--- config.mk ---
export PLATFORM = sky130hd
export DESIGN_NAME = accumulator_cpu_execute_unit
export DESIGN_NICKNAME = d
export VERILOG_FILES = /design/src/rtl/core/acu_pkg.sv /design/src/rtl/core/accumulator_cpu_execute_unit.sv
export SDC_FILE = /design/constraint.sdc
export NUM_CORES = 2
export LEC_CHECK = 0
export BUFFER_PORTS_ARGS = -buffer_cell sky130_fd_sc_hd__buf_4
export CAP_MARGIN = 25
export CORE_MARGIN = 4
export CORE_UTILIZATION = 30
export CTS_CLUSTER_DIAMETER = 50
export DETAILED_ROUTE_END_ITERATION = 10
export PLACE_DENSITY_LB_ADDON = 0.2
export RECOVER_POWER = 25
export SLEW_MARGIN = 40
export SYNTH_ARGS = -nofsm -noshare
export SYNTH_HDL_FRONTEND = slang
export SYNTH_SLANG_ARGS = --single-unit
--- constraint.sdc ---
create_clock -name clk -period 17.2 [get_ports clk]
set_input_delay 2.58 -clock clk [delete_from_list [all_inputs] [get_ports clk]]
set_output_delay 2.58 -clock clk [all_outputs]
set_load 0.005 [all_outputs]
--- src/rtl/core/acu_pkg.sv ---
`timescale 1ns / 1ps
// ----------------------------------------------------------------------------
// acu_pkg
// Shared types and constants for the accumulator CPU execute unit.
// ----------------------------------------------------------------------------
package acu_pkg;

  // Mnemonic codes, alphabetical order.
  typedef enum logic [5:0] {
    OP_ADC = 6'd0,  OP_AND = 6'd1,  OP_ASL = 6'd2,  OP_BCC = 6'd3,
    OP_BCS = 6'd4,  OP_BEQ = 6'd5,  OP_BIT = 6'd6,  OP_BMI = 6'd7,
    OP_BNE = 6'd8,  OP_BPL = 6'd9,  OP_BRK = 6'd10, OP_BVC = 6'd11,
    OP_BVS = 6'd12, OP_CLC = 6'd13, OP_CLD = 6'd14, OP_CLI = 6'd15,
    OP_CLV = 6'd16, OP_CMP = 6'd17, OP_CPX = 6'd18, OP_CPY = 6'd19,
    OP_DEC = 6'd20, OP_DEX = 6'd21, OP_DEY = 6'd22, OP_EOR = 6'd23,
    OP_INC = 6'd24, OP_INX = 6'd25, OP_INY = 6'd26, OP_JMP = 6'd27,
    OP_JSR = 6'd28, OP_LDA = 6'd29, OP_LDX = 6'd30, OP_LDY = 6'd31,
    OP_LSR = 6'd32, OP_NOP = 6'd33, OP_ORA = 6'd34, OP_PHA = 6'd35,
    OP_PHP = 6'd36, OP_PLA = 6'd37, OP_PLP = 6'd38, OP_ROL = 6'd39,
    OP_ROR = 6'd40, OP_RTI = 6'd41, OP_RTS = 6'd42, OP_SBC = 6'd43,
    OP_SEC = 6'd44, OP_SED = 6'd45, OP_SEI = 6'd46, OP_STA = 6'd47,
    OP_STX = 6'd48, OP_STY = 6'd49, OP_TAX = 6'd50, OP_TAY = 6'd51,
    OP_TSX = 6'd52, OP_TXA = 6'd53, OP_TXS = 6'd54, OP_TYA = 6'd55
  } op_t;

  // Status bit positions.
  localparam int unsigned FL_C = 0;
  localparam int unsigned FL_Z = 1;
  localparam int unsigned FL_I = 2;
  localparam int unsigned FL_D = 3;
  localparam int unsigned FL_V = 6;
  localparam int unsigned FL_N = 7;

  localparam logic [7:0]  PUSH_BITS = 8'h30;
  localparam logic [7:0]  PULL_MASK = 8'hCF;
  localparam logic [7:0]  SP_RESET  = 8'hFF;

  // Register index of the break vector.
  localparam logic REG_BRK_VEC = 1'b0;

  // Sequencer states.
  typedef enum logic [2:0] {
    S_RUN  = 3'b001,
    S_PUSH = 3'b010,
    S_PULL = 3'b100
  } state_t;

endpackage

--- src/rtl/core/accumulator_cpu_execute_unit.sv ---
`timescale 1ns / 1ps
// ----------------------------------------------------------------------------
// accumulator_cpu_execute_unit
// Executes one decoded 8-bit accumulator CPU instruction per input beat and
// keeps the registers, flags and a 256-byte stack.
// ----------------------------------------------------------------------------
// Timing: result beat in the cycle after accept for most opcodes; JSR,
// PLA/PLP, BRK, RTS and RTI first push or pull, one stack access per step.
// Throughput: one beat per cycle for the rest while out_stall is low.
// Reset: A, X, Y, PC, flags and break vector clear, SP becomes 0xFF, and the
// stack reads as zero through per-entry valid bits; no clearing pass.
module accumulator_cpu_execute_unit
  import acu_pkg::*;
(
  input  logic        clk,
  input  logic        rst,
  input  logic        in_valid,
  output logic        in_stall,
  input  logic [5:0]  op,
  input  logic [7:0]  operand,
  input  logic [15:0] target_address,
  output logic        out_valid,
  input  logic        out_stall,
  output logic        store_enable,
  output logic [7:0]  store_value,
  output logic [7:0]  acc_out,
  output logic [7:0]  x_out,
  output logic [7:0]  y_out,
  output logic [7:0]  sp_out,
  output logic [7:0]  flags_out,
  output logic [15:0] pc_out,
  input  logic        psel,
  input  logic        penable,
  input  logic        pwrite,
  input  logic [2:0]  paddr,
  input  logic [31:0] pwdata,
  output logic [31:0] prdata,
  output logic        pready
);

  // Architectural state.
  logic [7:0]  acc, idx_x, idx_y, sp, flags;
  logic [15:0] pc;
  logic [15:0] break_vector;
  state_t      state;
  logic [1:0]  seq_cnt;
  logic [7:0]  pend0, pend1, pull_lo;
  logic [5:0]  seq_op;

  // Stack memory with registered read.
  logic [7:0]  stack_mem [256];
  logic [255:0] stack_vld;
  logic [7:0]  rd_data;
  logic        rd_hit;
  logic        mem_we, mem_re;
  logic [7:0]  mem_wa, mem_wd, mem_ra;
  logic [7:0]  pull_byte;

  // Single-pass execution results.
  logic [7:0]  e_a, e_x, e_y, e_sp, e_p, e_sv, e_pd, e_m;
  logic [15:0] e_pc, e_w;
  logic        e_st, e_push;
  logic [1:0]  e_rest, e_npull;
  logic [8:0]  e_sum;
  logic [7:0]  cmp_reg, cmp_diff, e_r;

  // Next values and control.
  logic        accept, out_free, step, emit;
  logic [7:0]  n_a, n_x, n_y, n_sp, n_p, n_sv;
  logic [15:0] n_pc;
  logic        n_st;

  assign accept   = in_valid && !in_stall;
  assign out_free = !out_valid || !out_stall;
  assign in_stall = !((state == S_RUN) && out_free);
  assign pull_byte = rd_hit ? rd_data : 8'd0;

  // Configuration port.
  assign pready = 1'b1;
  assign prdata = (paddr[2] == REG_BRK_VEC) ? {16'd0, break_vector} : 32'd0;

  // Instruction execution from the input beat and current registers.
  always_comb begin
    e_a = acc;  e_x = idx_x;  e_y = idx_y;  e_sp = sp;  e_p = flags;  e_pc = pc;
    e_st = 1'b0;  e_sv = 8'd0;  e_push = 1'b0;  e_pd = 8'd0;
    e_rest = 2'd0;  e_npull = 2'd0;  e_w = 16'd0;
    e_m = (op == OP_SBC) ? ~operand : operand;
    e_sum = {1'b0, acc} + {1'b0, e_m} + {8'd0, flags[FL_C]};
    e_r = e_sum[7:0];
    cmp_reg = (op == OP_CPX) ? idx_x : ((op == OP_CPY) ? idx_y : acc);
    cmp_diff = cmp_reg - operand;
    case (op)
      OP_ADC, OP_SBC: begin
        e_a = e_r;
        e_p[FL_C] = e_sum[8];
        e_p[FL_V] = (~(acc[7] ^ e_m[7])) & (acc[7] ^ e_r[7]);
      end
      OP_AND: e_a = acc & operand;
      OP_EOR: e_a = acc ^ operand;
      OP_ORA: e_a = acc | operand;
      OP_ASL: begin
        e_p[FL_C] = operand[7];  e_sv = {operand[6:0], 1'b0};  e_st = 1'b1;
      end
      OP_LSR: begin
        e_p[FL_C] = operand[0];  e_sv = {1'b0, operand[7:1]};  e_st = 1'b1;
      end
      OP_ROL: begin
        e_p[FL_C] = operand[7];  e_sv = {operand[6:0], flags[FL_C]};  e_st = 1'b1;
      end
      OP_ROR: begin
        e_p[FL_C] = operand[0];  e_sv = {flags[FL_C], operand[7:1]};  e_st = 1'b1;
      end
      OP_BCC: if (!flags[FL_C]) e_pc = pc + {{8{operand[7]}}, operand};
      OP_BCS: if (flags[FL_C])  e_pc = pc + {{8{operand[7]}}, operand};
      OP_BEQ: if (flags[FL_Z])  e_pc = pc + {{8{operand[7]}}, operand};
      OP_BNE: if (!flags[FL_Z]) e_pc = pc + {{8{operand[7]}}, operand};
      OP_BMI: if (flags[FL_N])  e_pc = pc + {{8{operand[7]}}, operand};
      OP_BPL: if (!flags[FL_N]) e_pc = pc + {{8{operand[7]}}, operand};
      OP_BVC: if (!flags[FL_V]) e_pc = pc + {{8{operand[7]}}, operand};
      OP_BVS: if (flags[FL_V])  e_pc = pc + {{8{operand[7]}}, operand};
      OP_BIT: begin
        e_p[FL_Z] = ((acc & operand) == 8'd0);
        e_p[FL_V] = operand[6];
        e_p[FL_N] = operand[7];
      end
      OP_BRK: begin
        e_w = pc + 16'd1;
        e_push = 1'b1;  e_pd = e_w[15:8];  e_sp = sp - 8'd1;  e_rest = 2'd2;
        e_pc = break_vector;
        e_p[FL_I] = 1'b1;
      end
      OP_CLC: e_p[FL_C] = 1'b0;
      OP_CLD: e_p[FL_D] = 1'b0;
      OP_CLI: e_p[FL_I] = 1'b0;
      OP_CLV: e_p[FL_V] = 1'b0;
      OP_SEC: e_p[FL_C] = 1'b1;
      OP_SED: e_p[FL_D] = 1'b1;
      OP_SEI: e_p[FL_I] = 1'b1;
      OP_CMP, OP_CPX, OP_CPY: begin
        e_p[FL_C] = (cmp_reg >= operand);
        e_p[FL_Z] = (cmp_reg == operand);
        e_p[FL_N] = cmp_diff[7];
      end
      OP_DEC: begin e_sv = operand - 8'd1;  e_st = 1'b1; end
      OP_INC: begin e_sv = operand + 8'd1;  e_st = 1'b1; end
      OP_DEX: e_x = idx_x - 8'd1;
      OP_DEY: e_y = idx_y - 8'd1;
      OP_INX: e_x = idx_x + 8'd1;
      OP_INY: e_y = idx_y + 8'd1;
      OP_JMP: e_pc = target_address;
      OP_JSR: begin
        e_w = pc - 16'd1;
        e_push = 1'b1;  e_pd = e_w[15:8];  e_sp = sp - 8'd1;  e_rest = 2'd1;
        e_pc = target_address;
      end
      OP_LDA: e_a = operand;
      OP_LDX: e_x = operand;
      OP_LDY: e_y = operand;
      OP_PHA: begin e_push = 1'b1;  e_pd = acc;  e_sp = sp - 8'd1; end
      OP_PHP: begin e_push = 1'b1;  e_pd = flags | PUSH_BITS;  e_sp = sp - 8'd1; end
      OP_PLA, OP_PLP: begin e_npull = 2'd1;  e_sp = sp + 8'd1; end
      OP_RTS: begin e_npull = 2'd2;  e_sp = sp + 8'd1; end
      OP_RTI: begin e_npull = 2'd3;  e_sp = sp + 8'd1; end
      OP_STA: begin e_sv = acc;    e_st = 1'b1; end
      OP_STX: begin e_sv = idx_x;  e_st = 1'b1; end
      OP_STY: begin e_sv = idx_y;  e_st = 1'b1; end
      OP_TAX: e_x = acc;
      OP_TAY: e_y = acc;
      OP_TSX: e_x = sp;
      OP_TXA: e_a = idx_x;
      OP_TXS: e_sp = idx_x;
      OP_TYA: e_a = idx_y;
      default: ;
    endcase
    // Zero and negative flags from the result that each group produces.
    case (op)
      OP_ADC, OP_SBC, OP_AND, OP_EOR, OP_ORA, OP_LDA, OP_TXA, OP_TYA: begin
        e_p[FL_Z] = (e_a == 8'd0);  e_p[FL_N] = e_a[7];
      end
      OP_ASL, OP_LSR, OP_ROL, OP_ROR, OP_DEC, OP_INC: begin
        e_p[FL_Z] = (e_sv == 8'd0);  e_p[FL_N] = e_sv[7];
      end
      OP_DEX, OP_INX, OP_LDX, OP_TAX, OP_TSX: begin
        e_p[FL_Z] = (e_x == 8'd0);  e_p[FL_N] = e_x[7];
      end
      OP_DEY, OP_INY, OP_LDY, OP_TAY: begin
        e_p[FL_Z] = (e_y == 8'd0);  e_p[FL_N] = e_y[7];
      end
      default: ;
    endcase
  end

  // Sequencer step, next register values and stack port control.
  always_comb begin
    n_a = acc;  n_x = idx_x;  n_y = idx_y;  n_sp = sp;  n_p = flags;  n_pc = pc;
    n_st = 1'b0;  n_sv = 8'd0;
    step = 1'b0;  emit = 1'b0;
    mem_we = 1'b0;  mem_wa = sp;  mem_wd = pend0;
    mem_re = 1'b0;  mem_ra = sp + 8'd1;
    unique case (state)
      S_RUN: begin
        step = accept;
        emit = accept && (e_rest == 2'd0) && (e_npull == 2'd0);
        n_a = e_a;  n_x = e_x;  n_y = e_y;  n_sp = e_sp;  n_p = e_p;  n_pc = e_pc;
        n_st = e_st;  n_sv = e_sv;
        mem_we = accept && e_push;
        mem_wd = e_pd;
        mem_re = accept && (e_npull != 2'd0);
      end
      S_PUSH: begin
        step = (seq_cnt != 2'd1) || out_free;
        emit = step && (seq_cnt == 2'd1);
        n_sp = sp - 8'd1;
        mem_we = step;
      end
      S_PULL: begin
        step = (seq_cnt != 2'd1) || out_free;
        emit = step && (seq_cnt == 2'd1);
        mem_re = step && (seq_cnt != 2'd1);
        if (seq_cnt != 2'd1) begin
          n_sp = sp + 8'd1;
          if (seq_cnt == 2'd3) n_p = pull_byte & PULL_MASK;
        end else begin
          case (seq_op)
            OP_PLA: begin
              n_a = pull_byte;
              n_p[FL_Z] = (pull_byte == 8'd0);
              n_p[FL_N] = pull_byte[7];
            end
            OP_PLP:  n_p = pull_byte & PULL_MASK;
            OP_RTS:  n_pc = {pull_byte, pull_lo} + 16'd1;
            default: n_pc = {pull_byte, pull_lo};
          endcase
        end
      end
      default: ;
    endcase
  end

  // Registers, sequencer and result register.
  always_ff @(posedge clk) begin
    if (rst) begin
      acc <= 8'd0;  idx_x <= 8'd0;  idx_y <= 8'd0;  sp <= SP_RESET;
      flags <= 8'd0;  pc <= 16'd0;  break_vector <= 16'd0;
      state <= S_RUN;  seq_cnt <= 2'd0;  out_valid <= 1'b0;
    end else begin
      if (psel && penable && pwrite && pready && (paddr[2] == REG_BRK_VEC)) begin
        break_vector <= pwdata[15:0];
      end
      if (emit) begin
        out_valid <= 1'b1;
      end else if (out_valid && !out_stall) begin
        out_valid <= 1'b0;
      end
      if (step) begin
        acc <= n_a;  idx_x <= n_x;  idx_y <= n_y;  sp <= n_sp;
        flags <= n_p;  pc <= n_pc;
      end
      unique case (state)
        S_RUN: begin
          if (accept && (e_rest != 2'd0)) begin
            state <= S_PUSH;  seq_cnt <= e_rest;
          end else if (accept && (e_npull != 2'd0)) begin
            state <= S_PULL;  seq_cnt <= e_npull;
          end
        end
        S_PUSH, S_PULL: begin
          if (step) begin
            seq_cnt <= seq_cnt - 2'd1;
            if (seq_cnt == 2'd1) state <= S_RUN;
          end
        end
        default: state <= S_RUN;
      endcase
    end
  end

  // Sequence payload and result fields.
  always_ff @(posedge clk) begin
    if (state == S_RUN && accept) begin
      seq_op <= op;
      pend0  <= e_w[7:0];
      pend1  <= flags | PUSH_BITS;
    end else if (state == S_PUSH && step) begin
      pend0 <= pend1;
    end
    if (state == S_PULL && step && seq_cnt == 2'd2) pull_lo <= pull_byte;
    if (emit) begin
      store_enable <= n_st;
      store_value  <= n_sv;
      acc_out      <= n_a;
      x_out        <= n_x;
      y_out        <= n_y;
      sp_out       <= n_sp;
      flags_out    <= n_p;
      pc_out       <= n_pc;
    end
  end

  // Stack array with a registered read port.
  always_ff @(posedge clk) begin
    if (mem_we) stack_mem[mem_wa] <= mem_wd;
    if (mem_re) rd_data <= stack_mem[mem_ra];
  end

  // Per-entry valid bits; an unwritten entry reads as zero.
  always_ff @(posedge clk) begin
    if (rst) begin
      stack_vld <= '0;
      rd_hit    <= 1'b0;
    end else begin
      if (mem_we) stack_vld[mem_wa] <= 1'b1;
      if (mem_re) rd_hit <= stack_vld[mem_ra];
    end
  end

`ifndef SYNTHESIS
  // A one-byte push lowers the stack pointer by one.
  a_pha_sp: assert property (@(posedge clk) disable iff (rst)
    (accept && op == OP_PHA) |=> (sp == $past(sp) - 8'd1))
    else $error("PHA did not decrement SP");

  // A multi-cycle sequence always has work left.
  a_seq_cnt: assert property (@(posedge clk) disable iff (rst)
    (state != S_RUN) |-> (seq_cnt != 2'd0))
    else $error("sequencer busy with zero count");

  // JSR enters the push sequence for its low byte.
  a_jsr_push: assert property (@(posedge clk) disable iff (rst)
    (accept && op == OP_JSR) |=> (state == S_PUSH && seq_cnt == 2'd1))
    else $error("JSR did not start push sequence");
`endif

endmodule
==> impl_metrics.tcl <==
set metrics [dict create \
    status "finished, violations left" \
    violations "max-capacitance violations, max-slew violations" \
    slew_headroom_pct -213 \
    ys_types 94 \
    wl_per_cell_um 26.8 \
    seq_area_frac_synth_pct 69.4 \
    worst-setup-path-type "input pin to register" \
    clk_path_buf_depth 4 \
    slew_violations 911 \
    rr_worst_depth 11 \
    drive_above_1_share_pct 26.2 \
    cts_tree "done" \
    max_freq_ghz 0.0947 \
    crit_path_start_kind "input pin" \
    whs_endpoint "flags[4]" \
    n_fill_cell 32128 \
    ys_seq_elements 2484 \
    antenna_found_initial 8 \
    vias 56907 \
    hold_viol 0 \
    min_delay_path_depth 1 \
    finalWirelength_um 296000 \
    drv_cap 18 \
    ios 172 \
    reg2reg_slack_ps 9340 \
    drc 0 \
    drtPass1Iterations 6 \
    synth_top_area_cell "edfxtp_1" \
    stdcell_area_um2 120000 \
    rsz0062_at_grt "no" \
    layout_common_cells "edfxtp_1 (2149), mux4_2 (712), nor2_1 (624)" \
    root_buffer "clkbuf_16" \
    ctsResizeCount 0 \
    final_common_cell "edfxtp_1" \
    ys_async_sr_fraction_pct 0 \
    port_buffers 136 \
    numCtsBuffers 292 \
    grt.overflow.total 0 \
    finalSetupViolations 0 \
    reg2reg_to "stack_mem[133][7]" \
    cts_setup_buffers 0 \
    synth.top_cell.area_share_pct 62.9 \
    finalNetCount 6423 \
    syn_to_final_growth_pct 16.6 \
    slowest_delay_ps 3300 \
    die_width_um 593 \
    path_delay_family "buffers and inverters" \
    clk_pin_slew_ps 60 \
    arrival_ps 11140 \
    power.leakage_nw 38.0 \
    start_util_pct 30.2 \
    ir_worst_vdd_mv 0.0774 \
    syn-cell-area_um2 103000 \
    netlist_instances 6076 \
    vias_per_cell 5.15 \
    rows 214 \
    path_cells "clkbuf_1 -> nand2_1 -> nor2_1 -> clkbuf_1 -> nand2_1 -> a31oi_1 -> clkbuf_1 -> buf_6 -> buf_6" \
    worst_pin_slew_ps 4690 \
    min_path_type "register to register" \
    die_h_um 593 \
    crit_slowest_cell "clkbuf_1" \
    worstSetupEndpointType "register" \
    track_usage_pct 16.5 \
    grt_max_degree 173 \
    grt_pass1_wl_um 426000 \
    min_from "flags[4]" \
    postRouteAntennaNets 0 \
    synth.area.top_cells "edfxtp_1 (63%), mux4_2 (16%), dfxtp_1 (6.5%)" \
    power_per_cell_area_nw_per_um2 120 \
    clock_latency_ps 900 \
    period_needed_ps 10560 \
    crit_required_ps 17780 \
    synth.avg_cell_area_um2 16.9 \
    cts_num_sinks 2484 \
    hold_buffers 0 \
    dp_hpwl_um 184000 \
    coreArea_um2 340000 \
    finalCritPeriodShare_pct 61.4 \
    drtIter0Drc 5995 \
    dpl_cell_area_um2 110000 \
    crit_top_cell "clkbuf_1" \
    critical_path.max_fanout 95 \
    r2r-start "pc[1]" \
    synth_edf_count 2149 \
    yosys_warnings 0 \
    grt_pass1_vias 57350 \
    gp_congestion 0.857 \
    setup_tns_ps 0 \
    synthFlopType "edfxtp_1" \
    die_area_um2 352000 \
    htreeDepth 5 \
    path_buf_inv 5 \
    finClkSkew_ps 45.0 \
]
-- synthesized netlist by cell type, drive strengths merged (19+ instances only) --
master,count
edfxtp,2149
nor2,874
mux4,712
nand2,412
dfxtp,335
buf,187
clkbuf,186
a21oi,130
o21ai,103
nand3,101
ha,75
inv,63
nor3,59
xnor2,54
a22oi,44
and3,44
nor2b,42
a31oi,40
o21ba,31
xor2,28
nand2b,24
a222oi,22
a211oi,21
a221o,21
o221ai,21
a21o,19
-- worst max-delay path by stage --
stage / cells after the start / to / startpoint
3_3_place_gp: 9 / stack_mem[193][1] / op[3]
3_5_place_dp: 9 / stack_mem[193][1] / op[3]
5_1_grt: 9 / stack_mem[137][7] / op[3]
6_report: 9 / stack_mem[133][7] / op[3]
4_1_cts: 9 / stack_mem[221][1] / op[3]
2_1_floorplan: 9 / stack_mem[0][1] / op[5]
-- worst register-to-register path, delay by kind of cell (launching register included) --
family | cells | cell delay, ps
AOI/OAI and AO/OA | 2 | 540
DFF | 1 | 560
and+or+nand+nor | 4 | 1150
buffers and inverters | 4 | 5060
xor gates and xnor gates | 1 | 190
-- layout make-up --
| type | instances | area, um^2 | share of cell area (%) |
|---|---|---|---|
| antenna | 5 | 12.5 | 0.0105 |
| clock buffer | 368 | 7810 | 6.52 |
| clock inverter | 171 | 1950 | 1.63 |
| inverter | 64 | 240 | 0.201 |
| multi-input combinational | 3170 | 30400 | 25.4 |
| sequential | 2484 | 71200 | 59.5 |
| tap | 4536 | 5680 | 4.74 |
| timing repair buffer | 258 | 2380 | 1.99 |
-- report_power, final --
group | switching (mW) | internal (mW) | leakage, nW | total (mW)
logic | 0.929 | 0.480 | 11.0 | 1.41
registers | 0.0402 | 6.64 | 22.2 | 6.68
clock network | 2.57 | 3.67 | 4.73 | 6.24
total | 3.54 | 10.8 | 38.0 | 14.3
-- layer usage --
metal  routed length (um)  up-vias  global-route usage, %  part of all wire (%)
met4                 8410        2                   4.64                   2.8
li1                     -    24444                      -                     -
met5                   13        -                      0                0.0044
met2               140000     1825                   26.7                    47
met1               131000    30220                   23.4                    44
met3                16700      416                   2.27                   5.6
-- sequential cells by signal (all words and copies together), names as in the netlist, 3 cells and up --
name,flops
stack_mem,2048
stack_vld,256
break_vector,16
pc,16
pc_out,16
acc,8
acc_out,8
flags,8
flags_out,8
idx_x,8
idx_y,8
mem_wa,8
pend0,8
pull_lo,8
rd_data,8
sp_out,8
store_value,8
x_out,8
y_out,8
pend1,6
seq_op,6
state,3
-- metrics by stage --
step / setup WS (ps) / std cells / hold WS [ps] / power [mW] / utilization (%)
floorplan: 812 / 6091 / 406 / 7.66 / -
global placement: 9030 / 10475 / 439 / 8.19 / 32.0
detailed placement: 9550 / 10505 / 448 / 8.23 / 32.4
CTS: 10520 / 11044 / 463 / 14.5 / 35.2
global route: 5990 / 11053 / 481 / 14.8 / 35.2
finish: 6640 / 11056 / 459 / 14.3 / 35.2
-- cell families after synthesis --
family | after synthesis | share of synthesized area (%)
flops | 2484 | 69.4
simple gates | 1653 | 6.94
mux | 736 | 15.9
compound gates | 601 | 4.15
buf+inv | 437 | 1.92
xor+xnor | 82 | 0.700
fa+ha+maj | 81 | 1.03
other cells | 2 | 0.00732
(Power assumes the default switching activity.)
